### src/evpd_pkg.sv
// ----------------------------------------------------------------------------
// evpd_pkg
// Shared types, character codes and helpers for the ext-value percent decoder.
// ----------------------------------------------------------------------------
package evpd_pkg;

    localparam logic [7:0] CH_APOS    = 8'h27;
    localparam logic [7:0] CH_PERCENT = 8'h25;
    localparam logic [7:0] CH_0       = 8'h30;
    localparam logic [7:0] CH_9       = 8'h39;
    localparam logic [7:0] CH_LA      = 8'h61;
    localparam logic [7:0] CH_LF      = 8'h66;
    localparam logic [7:0] CH_UA      = 8'h41;
    localparam logic [7:0] CH_UF      = 8'h46;
    localparam logic [3:0] HEX_TEN    = 4'd10;

    localparam logic [1:0] ST_OK        = 2'd0;
    localparam logic [1:0] ST_NO_APOS   = 2'd1;
    localparam logic [1:0] ST_XTRA_APOS = 2'd2;
    localparam logic [1:0] ST_BAD_ESC   = 2'd3;

    localparam logic [1:0] PH_NONE = 2'd0;
    localparam logic [1:0] PH_PCT  = 2'd1;
    localparam logic [1:0] PH_HELD = 2'd2;

    typedef struct packed {
        logic [7:0] out_byte;
        logic       out_valid;
        logic       last_result;
        logic [1:0] status;
    } t_res;

    typedef struct packed {
        logic [1:0] n;
        t_res       r1;
        t_res       r0;
    } t_push;

    // bit 4 set means not a hex digit
    function automatic logic [4:0] nibble_of(input logic [7:0] c);
        logic [7:0] d;
        begin
            d = 8'd0;
            if (c >= CH_0 && c <= CH_9) begin
                d = c - CH_0;
                nibble_of = {1'b0, d[3:0]};
            end else if (c >= CH_LA && c <= CH_LF) begin
                d = c - CH_LA;
                nibble_of = {1'b0, d[3:0] + HEX_TEN};
            end else if (c >= CH_UA && c <= CH_UF) begin
                d = c - CH_UA;
                nibble_of = {1'b0, d[3:0] + HEX_TEN};
            end else begin
                nibble_of = 5'h10;
            end
        end
    endfunction

endpackage

### src/evpd_core.sv
// ----------------------------------------------------------------------------
// evpd_core
// Decode state and per-word decode logic; yields zero to two results per word.
// ----------------------------------------------------------------------------
module evpd_core import evpd_pkg::*; (
    input  logic       i_clk,
    input  logic       i_rst_n,
    input  logic       i_accept,
    input  logic [7:0] i_data_byte,
    input  logic       i_byte_present,
    input  logic       i_end_of_string,
    output t_push      o_push
);

    logic [1:0] r_ap, n_ap;
    logic [1:0] r_ph, n_ph;
    logic [7:0] r_held, n_held;
    logic [1:0] r_err, n_err;

    always_comb begin
        logic [4:0] hi;
        logic [4:0] lo;
        hi     = nibble_of(r_held);
        lo     = nibble_of(i_data_byte);
        n_ap   = r_ap;
        n_ph   = r_ph;
        n_held = r_held;
        n_err  = r_err;
        o_push = '0;

        if (i_byte_present && r_err == ST_OK) begin
            if (r_ap < 2'd2) begin
                if (i_data_byte == CH_APOS) begin
                    n_ap = r_ap + 2'd1;
                end
            end else if (i_data_byte == CH_APOS) begin
                n_err = ST_XTRA_APOS;
                n_ph  = PH_NONE;
            end else begin
                case (r_ph)
                    PH_PCT: begin
                        n_held = i_data_byte;
                        n_ph   = PH_HELD;
                    end
                    PH_HELD: begin
                        n_ph = PH_NONE;
                        if (hi[4] || lo[4]) begin
                            n_err = ST_BAD_ESC;
                        end else begin
                            o_push.n            = 2'd1;
                            o_push.r0.out_byte  = {hi[3:0], lo[3:0]};
                            o_push.r0.out_valid = 1'b1;
                        end
                    end
                    default: begin
                        n_ph = PH_NONE;
                        if (i_data_byte == CH_PERCENT) begin
                            n_ph = PH_PCT;
                        end else begin
                            o_push.n            = 2'd1;
                            o_push.r0.out_byte  = i_data_byte;
                            o_push.r0.out_valid = 1'b1;
                        end
                    end
                endcase
            end
        end

        if (i_end_of_string) begin
            // a byte emitted above leaves no escape pending, so slots never clash
            if (n_err == ST_OK) begin
                if (n_ap < 2'd2) begin
                    n_err = ST_NO_APOS;
                end else if (n_ph == PH_PCT) begin
                    o_push.n            = 2'd1;
                    o_push.r0.out_byte  = CH_PERCENT;
                    o_push.r0.out_valid = 1'b1;
                end else if (n_ph == PH_HELD) begin
                    o_push.n            = 2'd2;
                    o_push.r0.out_byte  = CH_PERCENT;
                    o_push.r0.out_valid = 1'b1;
                    o_push.r1.out_byte  = n_held;
                    o_push.r1.out_valid = 1'b1;
                end
            end
            if (o_push.n == 2'd2) begin
                o_push.r1.last_result = 1'b1;
                o_push.r1.status      = n_err;
            end else begin
                o_push.n              = 2'd1;
                o_push.r0.last_result = 1'b1;
                o_push.r0.status      = n_err;
            end
            n_ap  = 2'd0;
            n_ph  = PH_NONE;
            n_err = ST_OK;
        end
    end

    always_ff @(posedge i_clk) begin
        if (!i_rst_n) begin
            r_ap  <= 2'd0;
            r_ph  <= PH_NONE;
            r_err <= ST_OK;
        end else if (i_accept) begin
            r_ap  <= n_ap;
            r_ph  <= n_ph;
            r_err <= n_err;
        end
    end

    always_ff @(posedge i_clk) begin
        if (i_accept) begin
            r_held <= n_held;
        end
    end

endmodule

### src/evpd_fifo.sv
// ----------------------------------------------------------------------------
// evpd_fifo
// Four-entry result queue; takes up to two results per cycle, gives one.
// ----------------------------------------------------------------------------
module evpd_fifo import evpd_pkg::*; (
    input  logic  i_clk,
    input  logic  i_rst_n,
    input  logic  i_push_en,
    input  t_push i_push,
    output logic  o_room,
    output logic  o_valid,
    input  logic  i_ready,
    output t_res  o_res
);

    t_res       r_mem [4];
    logic [1:0] r_wp, n_wp;
    logic [1:0] r_rp, n_rp;
    logic [2:0] r_cnt, n_cnt;
    logic [1:0] push_n;
    logic       pop;

    assign push_n  = i_push_en ? i_push.n : 2'd0;
    assign o_valid = (r_cnt != 3'd0);
    assign pop     = o_valid && i_ready;
    assign o_room  = (r_cnt <= 3'd2);
    assign o_res   = r_mem[r_rp];

    always_comb begin
        n_wp  = r_wp + push_n;
        n_rp  = r_rp + {1'b0, pop};
        n_cnt = r_cnt + {1'b0, push_n} - {2'b00, pop};
    end

    always_ff @(posedge i_clk) begin
        if (!i_rst_n) begin
            r_wp  <= 2'd0;
            r_rp  <= 2'd0;
            r_cnt <= 3'd0;
        end else begin
            r_wp  <= n_wp;
            r_rp  <= n_rp;
            r_cnt <= n_cnt;
        end
    end

    always_ff @(posedge i_clk) begin
        if (push_n != 2'd0) begin
            r_mem[r_wp] <= i_push.r0;
        end
        if (push_n == 2'd2) begin
            r_mem[r_wp + 2'd1] <= i_push.r1;
        end
    end

endmodule

### src/ext_value_percent_decoder_unit.sv
// ----------------------------------------------------------------------------
// ext_value_percent_decoder_unit
// Percent decoder for charset'language'value extended parameter values.
// ----------------------------------------------------------------------------
// Slave stream: one raw byte per word; tuser flags a real byte (0 = bare end
// marker), tlast marks the end of the value. Bytes up to the second
// apostrophe are dropped, %XX escapes become one byte, others pass through.
// Master stream: one decoded byte per word, tuser bit 0 says the byte is
// real, tuser bits 2:1 carry the status on the tlast word (0 ok, 1 missing
// apostrophe, 2 extra apostrophe, 3 bad escape). On error the consumer drops
// the bytes of that value already taken.
// Each result is registered in the result queue before it reaches the master stream.
// Throughput: one word per cycle in both directions while neither stream stalls;
// an end word that flushes a held escape yields two results.
// A four-entry result queue decouples the sides: s_tready drops only when
// fewer than two entries are free, so a stalled receiver backs up the input
// once three results wait and nothing is lost.
// Reset (synchronous, active low) empties the queue and clears decode state.
// ----------------------------------------------------------------------------
module ext_value_percent_decoder_unit import evpd_pkg::*; (
    input  logic       i_clk,
    input  logic       i_rst_n,
    input  logic       i_s_tvalid,
    output logic       o_s_tready,
    input  logic [7:0] i_s_tdata,   // [7:0] data_byte
    input  logic       i_s_tuser,   // [0] byte_present
    input  logic       i_s_tlast,   // end_of_string
    output logic       o_m_tvalid,
    input  logic       i_m_tready,
    output logic [7:0] o_m_tdata,   // [7:0] out_byte
    output logic [2:0] o_m_tuser,   // [0] out_valid, [2:1] status
    output logic       o_m_tlast    // last_result
);

    logic  accept;
    logic  room;
    t_push push;
    t_res  res;

    assign o_s_tready = room;
    assign accept     = i_s_tvalid && room;

    evpd_core u_core (
        .i_clk           (i_clk),
        .i_rst_n         (i_rst_n),
        .i_accept        (accept),
        .i_data_byte     (i_s_tdata),
        .i_byte_present  (i_s_tuser),
        .i_end_of_string (i_s_tlast),
        .o_push          (push)
    );

    evpd_fifo u_fifo (
        .i_clk     (i_clk),
        .i_rst_n   (i_rst_n),
        .i_push_en (accept),
        .i_push    (push),
        .o_room    (room),
        .o_valid   (o_m_tvalid),
        .i_ready   (i_m_tready),
        .o_res     (res)
    );

    assign o_m_tdata = res.out_byte;
    assign o_m_tuser = {res.status, res.out_valid};
    assign o_m_tlast = res.last_result;

endmodule

### config.mk
export PLATFORM = sky130hd
export DESIGN_NAME = ext_value_percent_decoder_unit
export DESIGN_NICKNAME = d
export VERILOG_FILES = /design/src/evpd_pkg.sv /design/src/evpd_core.sv /design/src/evpd_fifo.sv /design/src/ext_value_percent_decoder_unit.sv
export SDC_FILE = /design/constraint.sdc
export NUM_CORES = 1
export LEC_CHECK = 0
export BUFFER_PORTS_ARGS = -buffer_cell sky130_fd_sc_hd__buf_2
export CAP_MARGIN = 20
export CORE_AREA = 2 2 91 93
export DETAILED_ROUTE_END_ITERATION = 16
export DIE_AREA = 0 0 93 95
export GPL_ROUTABILITY_DRIVEN = 0
export PLACE_DENSITY_LB_ADDON = 0.2
export SLEW_MARGIN = 20
export SYNTH_ARGS = -nofsm -noshare
export SYNTH_HDL_FRONTEND = slang
export SYNTH_HIERARCHICAL = 1
export SYNTH_SLANG_ARGS = --single-unit
export TNS_END_PERCENT = 20
### constraint.sdc
create_clock -name i_clk -period 4.11 [get_ports i_clk]
set_input_delay 1.233 -clock i_clk [delete_from_list [all_inputs] [get_ports i_clk]]
set_output_delay 1.233 -clock i_clk [all_outputs]
set_load 0.03 [all_outputs]
Word level (Yosys, flattened, before mapping)
Memories as Yosys holds them, arrays and structs flattened. A register that Yosys moved wholly into a read port is not among the register bits.
Cells that the tools add are included.
Widths: inputs -> output; s select.
Operators by class
  multiplexer cells: 60
  $lt $le $gt $ge: 15
  equal/unequal tests: 8
  reductions and logical operators: 14
  add/sub/neg operators: 16
Operators by type and width (count)
  $mux 9: 10
  $mux 2: 23
  $mux 11: 4
  $ge 8x7->1 const B: 4
  $le 8x7->1 const B: 4
  $mux 8: 4
  $mux 5: 6
  $mux 26: 1
  $sub 4x1->4 const B: 6
  $pmux 9 s2: 1
  $add 4x4->4 const B: 4
  $eq 8x6->1 const B: 2
  $ge 8x6->1 const B: 2
  $le 8x6->1 const B: 2
  $logic_and 1x1->1: 9
  $eq 2x2->1 const B: 4
  $pmux 2 s2: 2
  $mux 1: 7
  $mux 3: 2
  $add 2x1->2 const B: 2
  $eq 2x1->1 const B: 2
  $logic_not 2->1: 2
  $lt 2x2->1 const B: 2
  $add 3x2->3: 1
  other kinds (7): 7
Word-level totals
  memories kept: 1
  RAM bits: 48
  word-level logic and storage cells: 121
  bits in registers: 21
Memory list
  u_fifo.r_mem: words 4, bits a word 12, rd ports 1, clocked after memory_dff 1, write ports 2, line evpd_fifo.sv:16  | t_res r_mem [4];

Logic depth before layout (Yosys ltp)
  word-level depth: 23
  gate-level depth with buffers: 16
  depth with buffers taken out: 16

Cells and area by module
The synthesis kept the hierarchy.
Modules (own cells, without submodules)
  evpd_fifo: instances 1, area each 2795.2 um^2, seq. area each 1581.5 um^2, cells an instance 169
  evpd_core: instances 1, area each 1416.4 um^2, seq. area each 360.3 um^2, cells an instance 162
  ext_value_percent_decoder_unit: instances 1, area each 6.3 um^2, seq. area each 0.0 um^2, cells an instance 1

Least setup slack after synthesis
Ideal clock, no wire load.
  path kind: input to register
  from: input i_s_tdata[3]
  to: register u_fifo.r_cnt[2]
  stages: 15
  arrival: 4.198 ns
  required time: 3.995 ns
  path buffers: 1
  slack: -0.203 ns
  path through: or3_1 buf_6 and4bb_1 o22ai_2 o21ba_4 a311o_4 o21bai_1 and2_1 xnor2_1 ha_1 inv_1 fa_1 xor2_1 xnor2_1 and2_1
RTL lines
  start, declared: line ext_value_percent_decoder_unit.sv:25  | input logic [7:0] i_s_tdata,
  end signal, assigned: line evpd_fifo.sv:43  | r_cnt <= n_cnt;
  end, declared: line evpd_fifo.sv:19  | logic [2:0] r_cnt, n_cnt;

==> flow_summary.html <==
<table>
<tr><th>Metric</th><th>Value</th></tr>
<tr><th colspan="2">Timing</th></tr>
<tr><td>Peak Freq</td><td>256 MHz</td></tr>
<tr><td>Endpoints failing hold</td><td>0</td></tr>
<tr><td>Final period util</td><td>95.1%</td></tr>
<tr><td>Transition at the pin with the smallest max-transition slack</td><td>0.686 ns</td></tr>
<tr><td>Number of failing setup endpoints in the final timing report</td><td>0</td></tr>
<tr><td>Number of max-slew violations in the final report</td><td>0</td></tr>
<tr><td>Post-route clock skew</td><td>0.00809 ns</td></tr>
<tr><td>Max-slew headroom</td><td>54.3%</td></tr>
<tr><td>Final min period</td><td>3.91 ns</td></tr>
<tr><td>Summed negative setup slack over all endpoints</td><td>0 ns</td></tr>
<tr><td>Setup repair after global routing missed its margin</td><td>false</td></tr>
<tr><th colspan="2">Power</th></tr>
<tr><td>Net switching component of the power</td><td>610 µW</td></tr>
<tr><td>Clock share of power</td><td>29.2%</td></tr>
<tr><td>Power per Cell Area</td><td>387 nW/µm²</td></tr>
<tr><td>Peak VDD IR</td><td>188 µV</td></tr>
<tr><td>Standby leakage power</td><td>0.00190 µW</td></tr>
<tr><td>Switching portion of total power</td><td>31.8%</td></tr>
<tr><td>Flop pwr share</td><td>43.8%</td></tr>
<tr><td>P_int</td><td>1310 µW</td></tr>
<tr><td>Relative contribution of combinational cells to total power</td><td>26.9%</td></tr>
<tr><td>Power after layout</td><td>1920 µW</td></tr>
<tr><th colspan="2">Clock network</th></tr>
<tr><td>CTS H-Tree Depth</td><td>3</td></tr>
<tr><td>Post-CTS repair timing setup buffer count</td><td>0</td></tr>
<tr><td>CTS root buffer</td><td>sky130_fd_sc_hd__clkbuf_8</td></tr>
<tr><td>Clock Pin Slew Worst Setup and Hold Paths</td><td>0.08 ns</td></tr>
<tr><td>Later-pin clock latency in the skew report</td><td>0.35 ns</td></tr>
<tr><td>Number of clock sinks seen by CTS</td><td>69</td></tr>
<tr><td>Hold-fix buffer count after cts</td><td>0</td></tr>
<tr><td>Resized cells post-CTS</td><td>0</td></tr>
<tr><td>CTS buffer count</td><td>9</td></tr>
<tr><td>Maximum root-to-sink buffer count</td><td>2</td></tr>
<tr><td>CTS tree</td><td>built</td></tr>
<tr><th colspan="2">Routing</th></tr>
<tr><td>First-iteration detailed-routing DRC count</td><td>148</td></tr>
<tr><td>Vias post-DR</td><td>2819</td></tr>
<tr><td>Number of optimization iterations in the first detailed-route pass</td><td>4</td></tr>
<tr><td>Vias per cell</td><td>5.54</td></tr>
<tr><td>Wire length reported by the detailed router</td><td>8650 µm</td></tr>
<tr><td>WL/cell</td><td>17.0 µm</td></tr>
<tr><td>Remaining antenna violation count after routing</td><td>0</td></tr>
<tr><td>Post-route DRC violation count</td><td>0</td></tr>
<tr><th colspan="2">Placed design</th></tr>
<tr><td>Placed insts</td><td>493</td></tr>
<tr><td>Number of buffer cells added on primary ports</td><td>27</td></tr>
<tr><td>Half-perimeter wire length after placement</td><td>6330 µm</td></tr>
<tr><td>Instance area after placement</td><td>4760 µm²</td></tr>
<tr><th colspan="2">Global routing</th></tr>
<tr><td>Overall track demand over capacity in global routing</td><td>20.8%</td></tr>
<tr><td>Initial antenna violation count</td><td>0</td></tr>
<tr><td>M2 GR Usage</td><td>35.1%</td></tr>
<tr><td>Maximum number of pins on one net before global-route repair</td><td>19</td></tr>
<tr><td>Via count of the first global-routing pass</td><td>2742</td></tr>
<tr><td>Met3 Use GR</td><td>3.19%</td></tr>
<tr><td>First-pass GRT wire length</td><td>13800 µm</td></tr>
<tr><td>Layer with the highest usage after global routing</td><td>met2</td></tr>
<tr><td>Met1 Resource Use GR</td><td>27.3%</td></tr>
<tr><td>GRT Residual Overflow</td><td>0</td></tr>
<tr><th colspan="2">Worst setup path</th></tr>
<tr><td>Critical path buffer and inverter count</td><td>2</td></tr>
<tr><td>Worst endpoint required time</td><td>4.36 ns</td></tr>
<tr><td>Type of element launching the critical path</td><td>primary input</td></tr>
<tr><td>Cell repeated most along the worst path</td><td>sky130_fd_sc_hd__xnor2_1</td></tr>
<tr><td>Type of the worst setup path</td><td>primary input to flip-flop</td></tr>
<tr><td>Critical Path Max Stage Delay</td><td>0.48 ns</td></tr>
<tr><td>Cell with the biggest individual delay on the critical path</td><td>sky130_fd_sc_hd__or4bb_1</td></tr>
<tr><td>Arr. time, crit path</td><td>4.16 ns</td></tr>
<tr><td>Cells along the critical path</td><td>buf_2, or4bb_1, a21oi_1, o22ai_2, o21ba_4, a311o_4, o21bai_4, and2_4, xnor2_1, ha_1, inv_1, fa_1, xor2_1, xnor2_1, and2_1</td></tr>
<tr><td>Worst path top cell family by delay</td><td>compound AO/OA/AOI/OAI gates</td></tr>
<tr><td>Top fanout value on the critical path</td><td>4</td></tr>
<tr><td>Critical path endpoint category</td><td>flip-flop</td></tr>
<tr><th colspan="2">Logic synthesis</th></tr>
<tr><td>Synthesized-area fraction occupied by adder cells</td><td>4.03%</td></tr>
<tr><td>Summed instance area of the synthesized netlist</td><td>4220 µm²</td></tr>
<tr><td>Complex-gate fraction of the synthesized area</td><td>7.62%</td></tr>
<tr><td>Mux share of post-synthesis cell area</td><td>22.9%</td></tr>
<tr><td>Post-synth cell types</td><td>60</td></tr>
<tr><td>Largest family of logic cells by synthesized area</td><td>multiplexers</td></tr>
<tr><td>Fraction of the yosys area taken by sequential cells</td><td>46.0%</td></tr>
<tr><td>Ys async rst share</td><td>0%</td></tr>
<tr><td>Syn_area_per_cell</td><td>12.7 µm²</td></tr>
<tr><td>Mapped Cells</td><td>332</td></tr>
<tr><td>XOR/XNOR Fraction of Synth Area</td><td>2.70%</td></tr>
<tr><td>Leading register cell type out of synthesis</td><td>sky130_fd_sc_hd__edfxtp_1</td></tr>
<tr><td>Count of flip-flops with a built-in enable after synthesis</td><td>56</td></tr>
<tr><td>Post-synthesis share of cell area spent on and, or, nand and nor gates</td><td>13.3%</td></tr>
<tr><td>Yosys warning count</td><td>6</td></tr>
<tr><td>Synthesis-stage register bit count</td><td>69</td></tr>
<tr><th colspan="2">Cells and area</th></tr>
<tr><td>Number of nets in the layout</td><td>426</td></tr>
<tr><td>Fraction of the core area covered by cells at the end of the flow</td><td>62.5%</td></tr>
<tr><td>Share of cells above drive strength 1</td><td>41.3%</td></tr>
<tr><td>Area added between synthesis and finish</td><td>17.5%</td></tr>
<tr><td>Diode insertion count for antenna repair</td><td>0</td></tr>
<tr><td>Area of all placed cells without fillers</td><td>4960 µm²</td></tr>
<tr><td>Final Instance Count excl. Fillers</td><td>509</td></tr>
<tr><th colspan="2">Job</th></tr>
<tr><td>Number of max-cap violations</td><td>0</td></tr>
<tr><th colspan="2">Floorplanning</th></tr>
<tr><td>Area of the die</td><td>8840 µm²</td></tr>
<tr><td>I/O pin total</td><td>28</td></tr>
<tr><td>Vert. Die Dim</td><td>95 µm</td></tr>
<tr><td>Core area</td><td>7930 µm²</td></tr>
<tr><td>Initial standard-cell utilization of the core</td><td>53.2%</td></tr>
<tr><td>Number of rows in the core area</td><td>33</td></tr>
<tr><td>Width of the die</td><td>93 µm</td></tr>
<tr><th colspan="2">Min path</th></tr>
<tr><td>Kind of path behind the tightest hold check</td><td>flip-flop to flip-flop</td></tr>
<tr><th colspan="2">Status</th></tr>
<tr><td>Outcome</td><td>complete, no violations</td></tr>
</table>
[state kept, by name, indices dropped and copies added (netlist names)]
signal,flops
u_core/r_err,2
u_fifo/r_rp,2
u_fifo/r_cnt,3
u_fifo/r_mem,48
u_core/r_held,8
u_fifo/r_wp,2
u_core/r_ap,2
u_core/r_ph,2
[power groups by stage]
stage | registers (µW) | logic [µW] | clock network [µW]
3_5_place_dp | 857 | 526 | 0
3_3_place_gp | 854 | 519 | 0
6_report | 840 | 516 | 560
4_1_cts | 841 | 527 | 573
2_1_floorplan | 837 | 399 | 0
5_1_grt | 846 | 567 | 596
[final timing paths]
path	from	end	slack, ns	cells past startpoint
worst max register to register	u_core/r_held[3]$_DFFE_PP_	u_fifo/r_cnt[2]$_SDFF_PN0_	0.66	14
worst max-delay path	i_s_tdata[7]	u_fifo/r_cnt[2]$_SDFF_PN0_	0.20	15
worst min register to register	u_core/r_err[1]$_SDFFE_PN0P_	u_core/r_err[1]$_SDFFE_PN0P_	0.56	2
worst min-delay path	u_core/r_err[1]$_SDFFE_PN0P_	u_core/r_err[1]$_SDFFE_PN0P_	0.56	2
[layer usage]
| layer | part of all wire (%) | wire [µm] | vias up |
|---|---|---|---|
| met3 | 3.5 | 302 | 10 |
| met5 | 0 | 0 | - |
| met2 | 49 | 4280 | 53 |
| met4 | 1.3 | 116 | 0 |
| met1 | 46 | 3950 | 1368 |
| li1 | - | - | 1388 |
[cell usage after synthesis, drive strengths merged, types with 2 or more instances]
library cell | number | area (µm²)
a21oi | 12 | 63.8
a31oi | 2 | 12.5
and2 | 11 | 68.8
and3 | 3 | 18.8
and4bb | 2 | 25.0
buf | 11 | 73.8
clkbuf | 4 | 15.0
dfxtp | 13 | 260
edfxtp | 56 | 1680
ha | 12 | 150
inv | 13 | 48.8
mux2 | 55 | 657
mux2i | 4 | 40.0
mux4 | 12 | 270
nand2 | 14 | 52.6
nand2b | 4 | 25.0
nand3 | 5 | 30.0
nand3b | 5 | 37.5
nand4bb | 2 | 22.5
nor2 | 18 | 70.1
nor2b | 10 | 62.6
nor3 | 5 | 30.0
nor3b | 3 | 22.5
nor4 | 4 | 25.0
nor4b | 2 | 17.5
o21a | 2 | 15.0
o21ai | 10 | 50.0
o21bai | 3 | 22.5
o22ai | 4 | 31.3
o311ai | 2 | 35.0
or3 | 3 | 23.8
xnor2 | 8 | 70.1
xor2 | 5 | 43.8
[cell usage in the layout (no fill, tap or decap), types with 5 or more instances in the layout]
master and count:
sky130_fd_sc_hd__and2_1 10, sky130_fd_sc_hd__nand2_1 14, sky130_fd_sc_hd__nor2b_1 10, sky130_fd_sc_hd__nor2_1 17, sky130_fd_sc_hd__nand3b_1 5, sky130_fd_sc_hd__inv_1 11
sky130_fd_sc_hd__xnor2_1 8, sky130_fd_sc_hd__o21ai_0 5, sky130_fd_sc_hd__ha_1 12, sky130_fd_sc_hd__a21oi_1 11, sky130_fd_sc_hd__clkbuf_8 9, sky130_fd_sc_hd__o21ai_1 5
sky130_fd_sc_hd__mux2_4 10, sky130_fd_sc_hd__dfxtp_1 13, sky130_fd_sc_hd__mux2_2 45, sky130_fd_sc_hd__mux4_2 12, sky130_fd_sc_hd__buf_2 27, sky130_fd_sc_hd__xor2_1 5
sky130_fd_sc_hd__edfxtp_1 56, sky130_fd_sc_hd__buf_4 41
[layout make-up]
class | count | area, µm²
Clock buffer | 9 | 124
Clock inverter | 7 | 72.6
Fill cell | 685 | 2970
Inverter | 13 | 48.8
Multi-Input combinational cell | 236 | 2160
Sequential cell | 69 | 1940
Tap cell | 105 | 131
Timing Repair Buffer | 70 | 483
[cells by family after synthesis]
kind of cell               Yosys count
xor gates and xnor gates            13
other                                1
buffers and inverters               28
muxes                               71
and+or+nand+nor                     94
adders and majority gates           13
DFF                                 69
AOI/OAI and AO/OA                   43
[through the flow]
stage	hold slack, ns	setup WS (ns)
floorplan	0.488	-0.0729
global placement	0.530	-0.117
CTS	0.561	0.211
global route	0.582	0.0689
finish	0.565	0.200
detailed placement	0.542	-0.163
[worst reg2reg max path: cells and delay by family, from the launching register on]
family / cells / cell delay, ns
flip-flops: 1 / 0.48
AND/OR/NAND/NOR: 3 / 0.84
AO/OA/AOI/OAI: 5 / 1.09
adder cells (fa/ha/maj): 2 / 0.53
buffers and inverters: 1 / 0.05
XOR/XNOR: 3 / 0.39
Power figures use the tool's default switching activity.
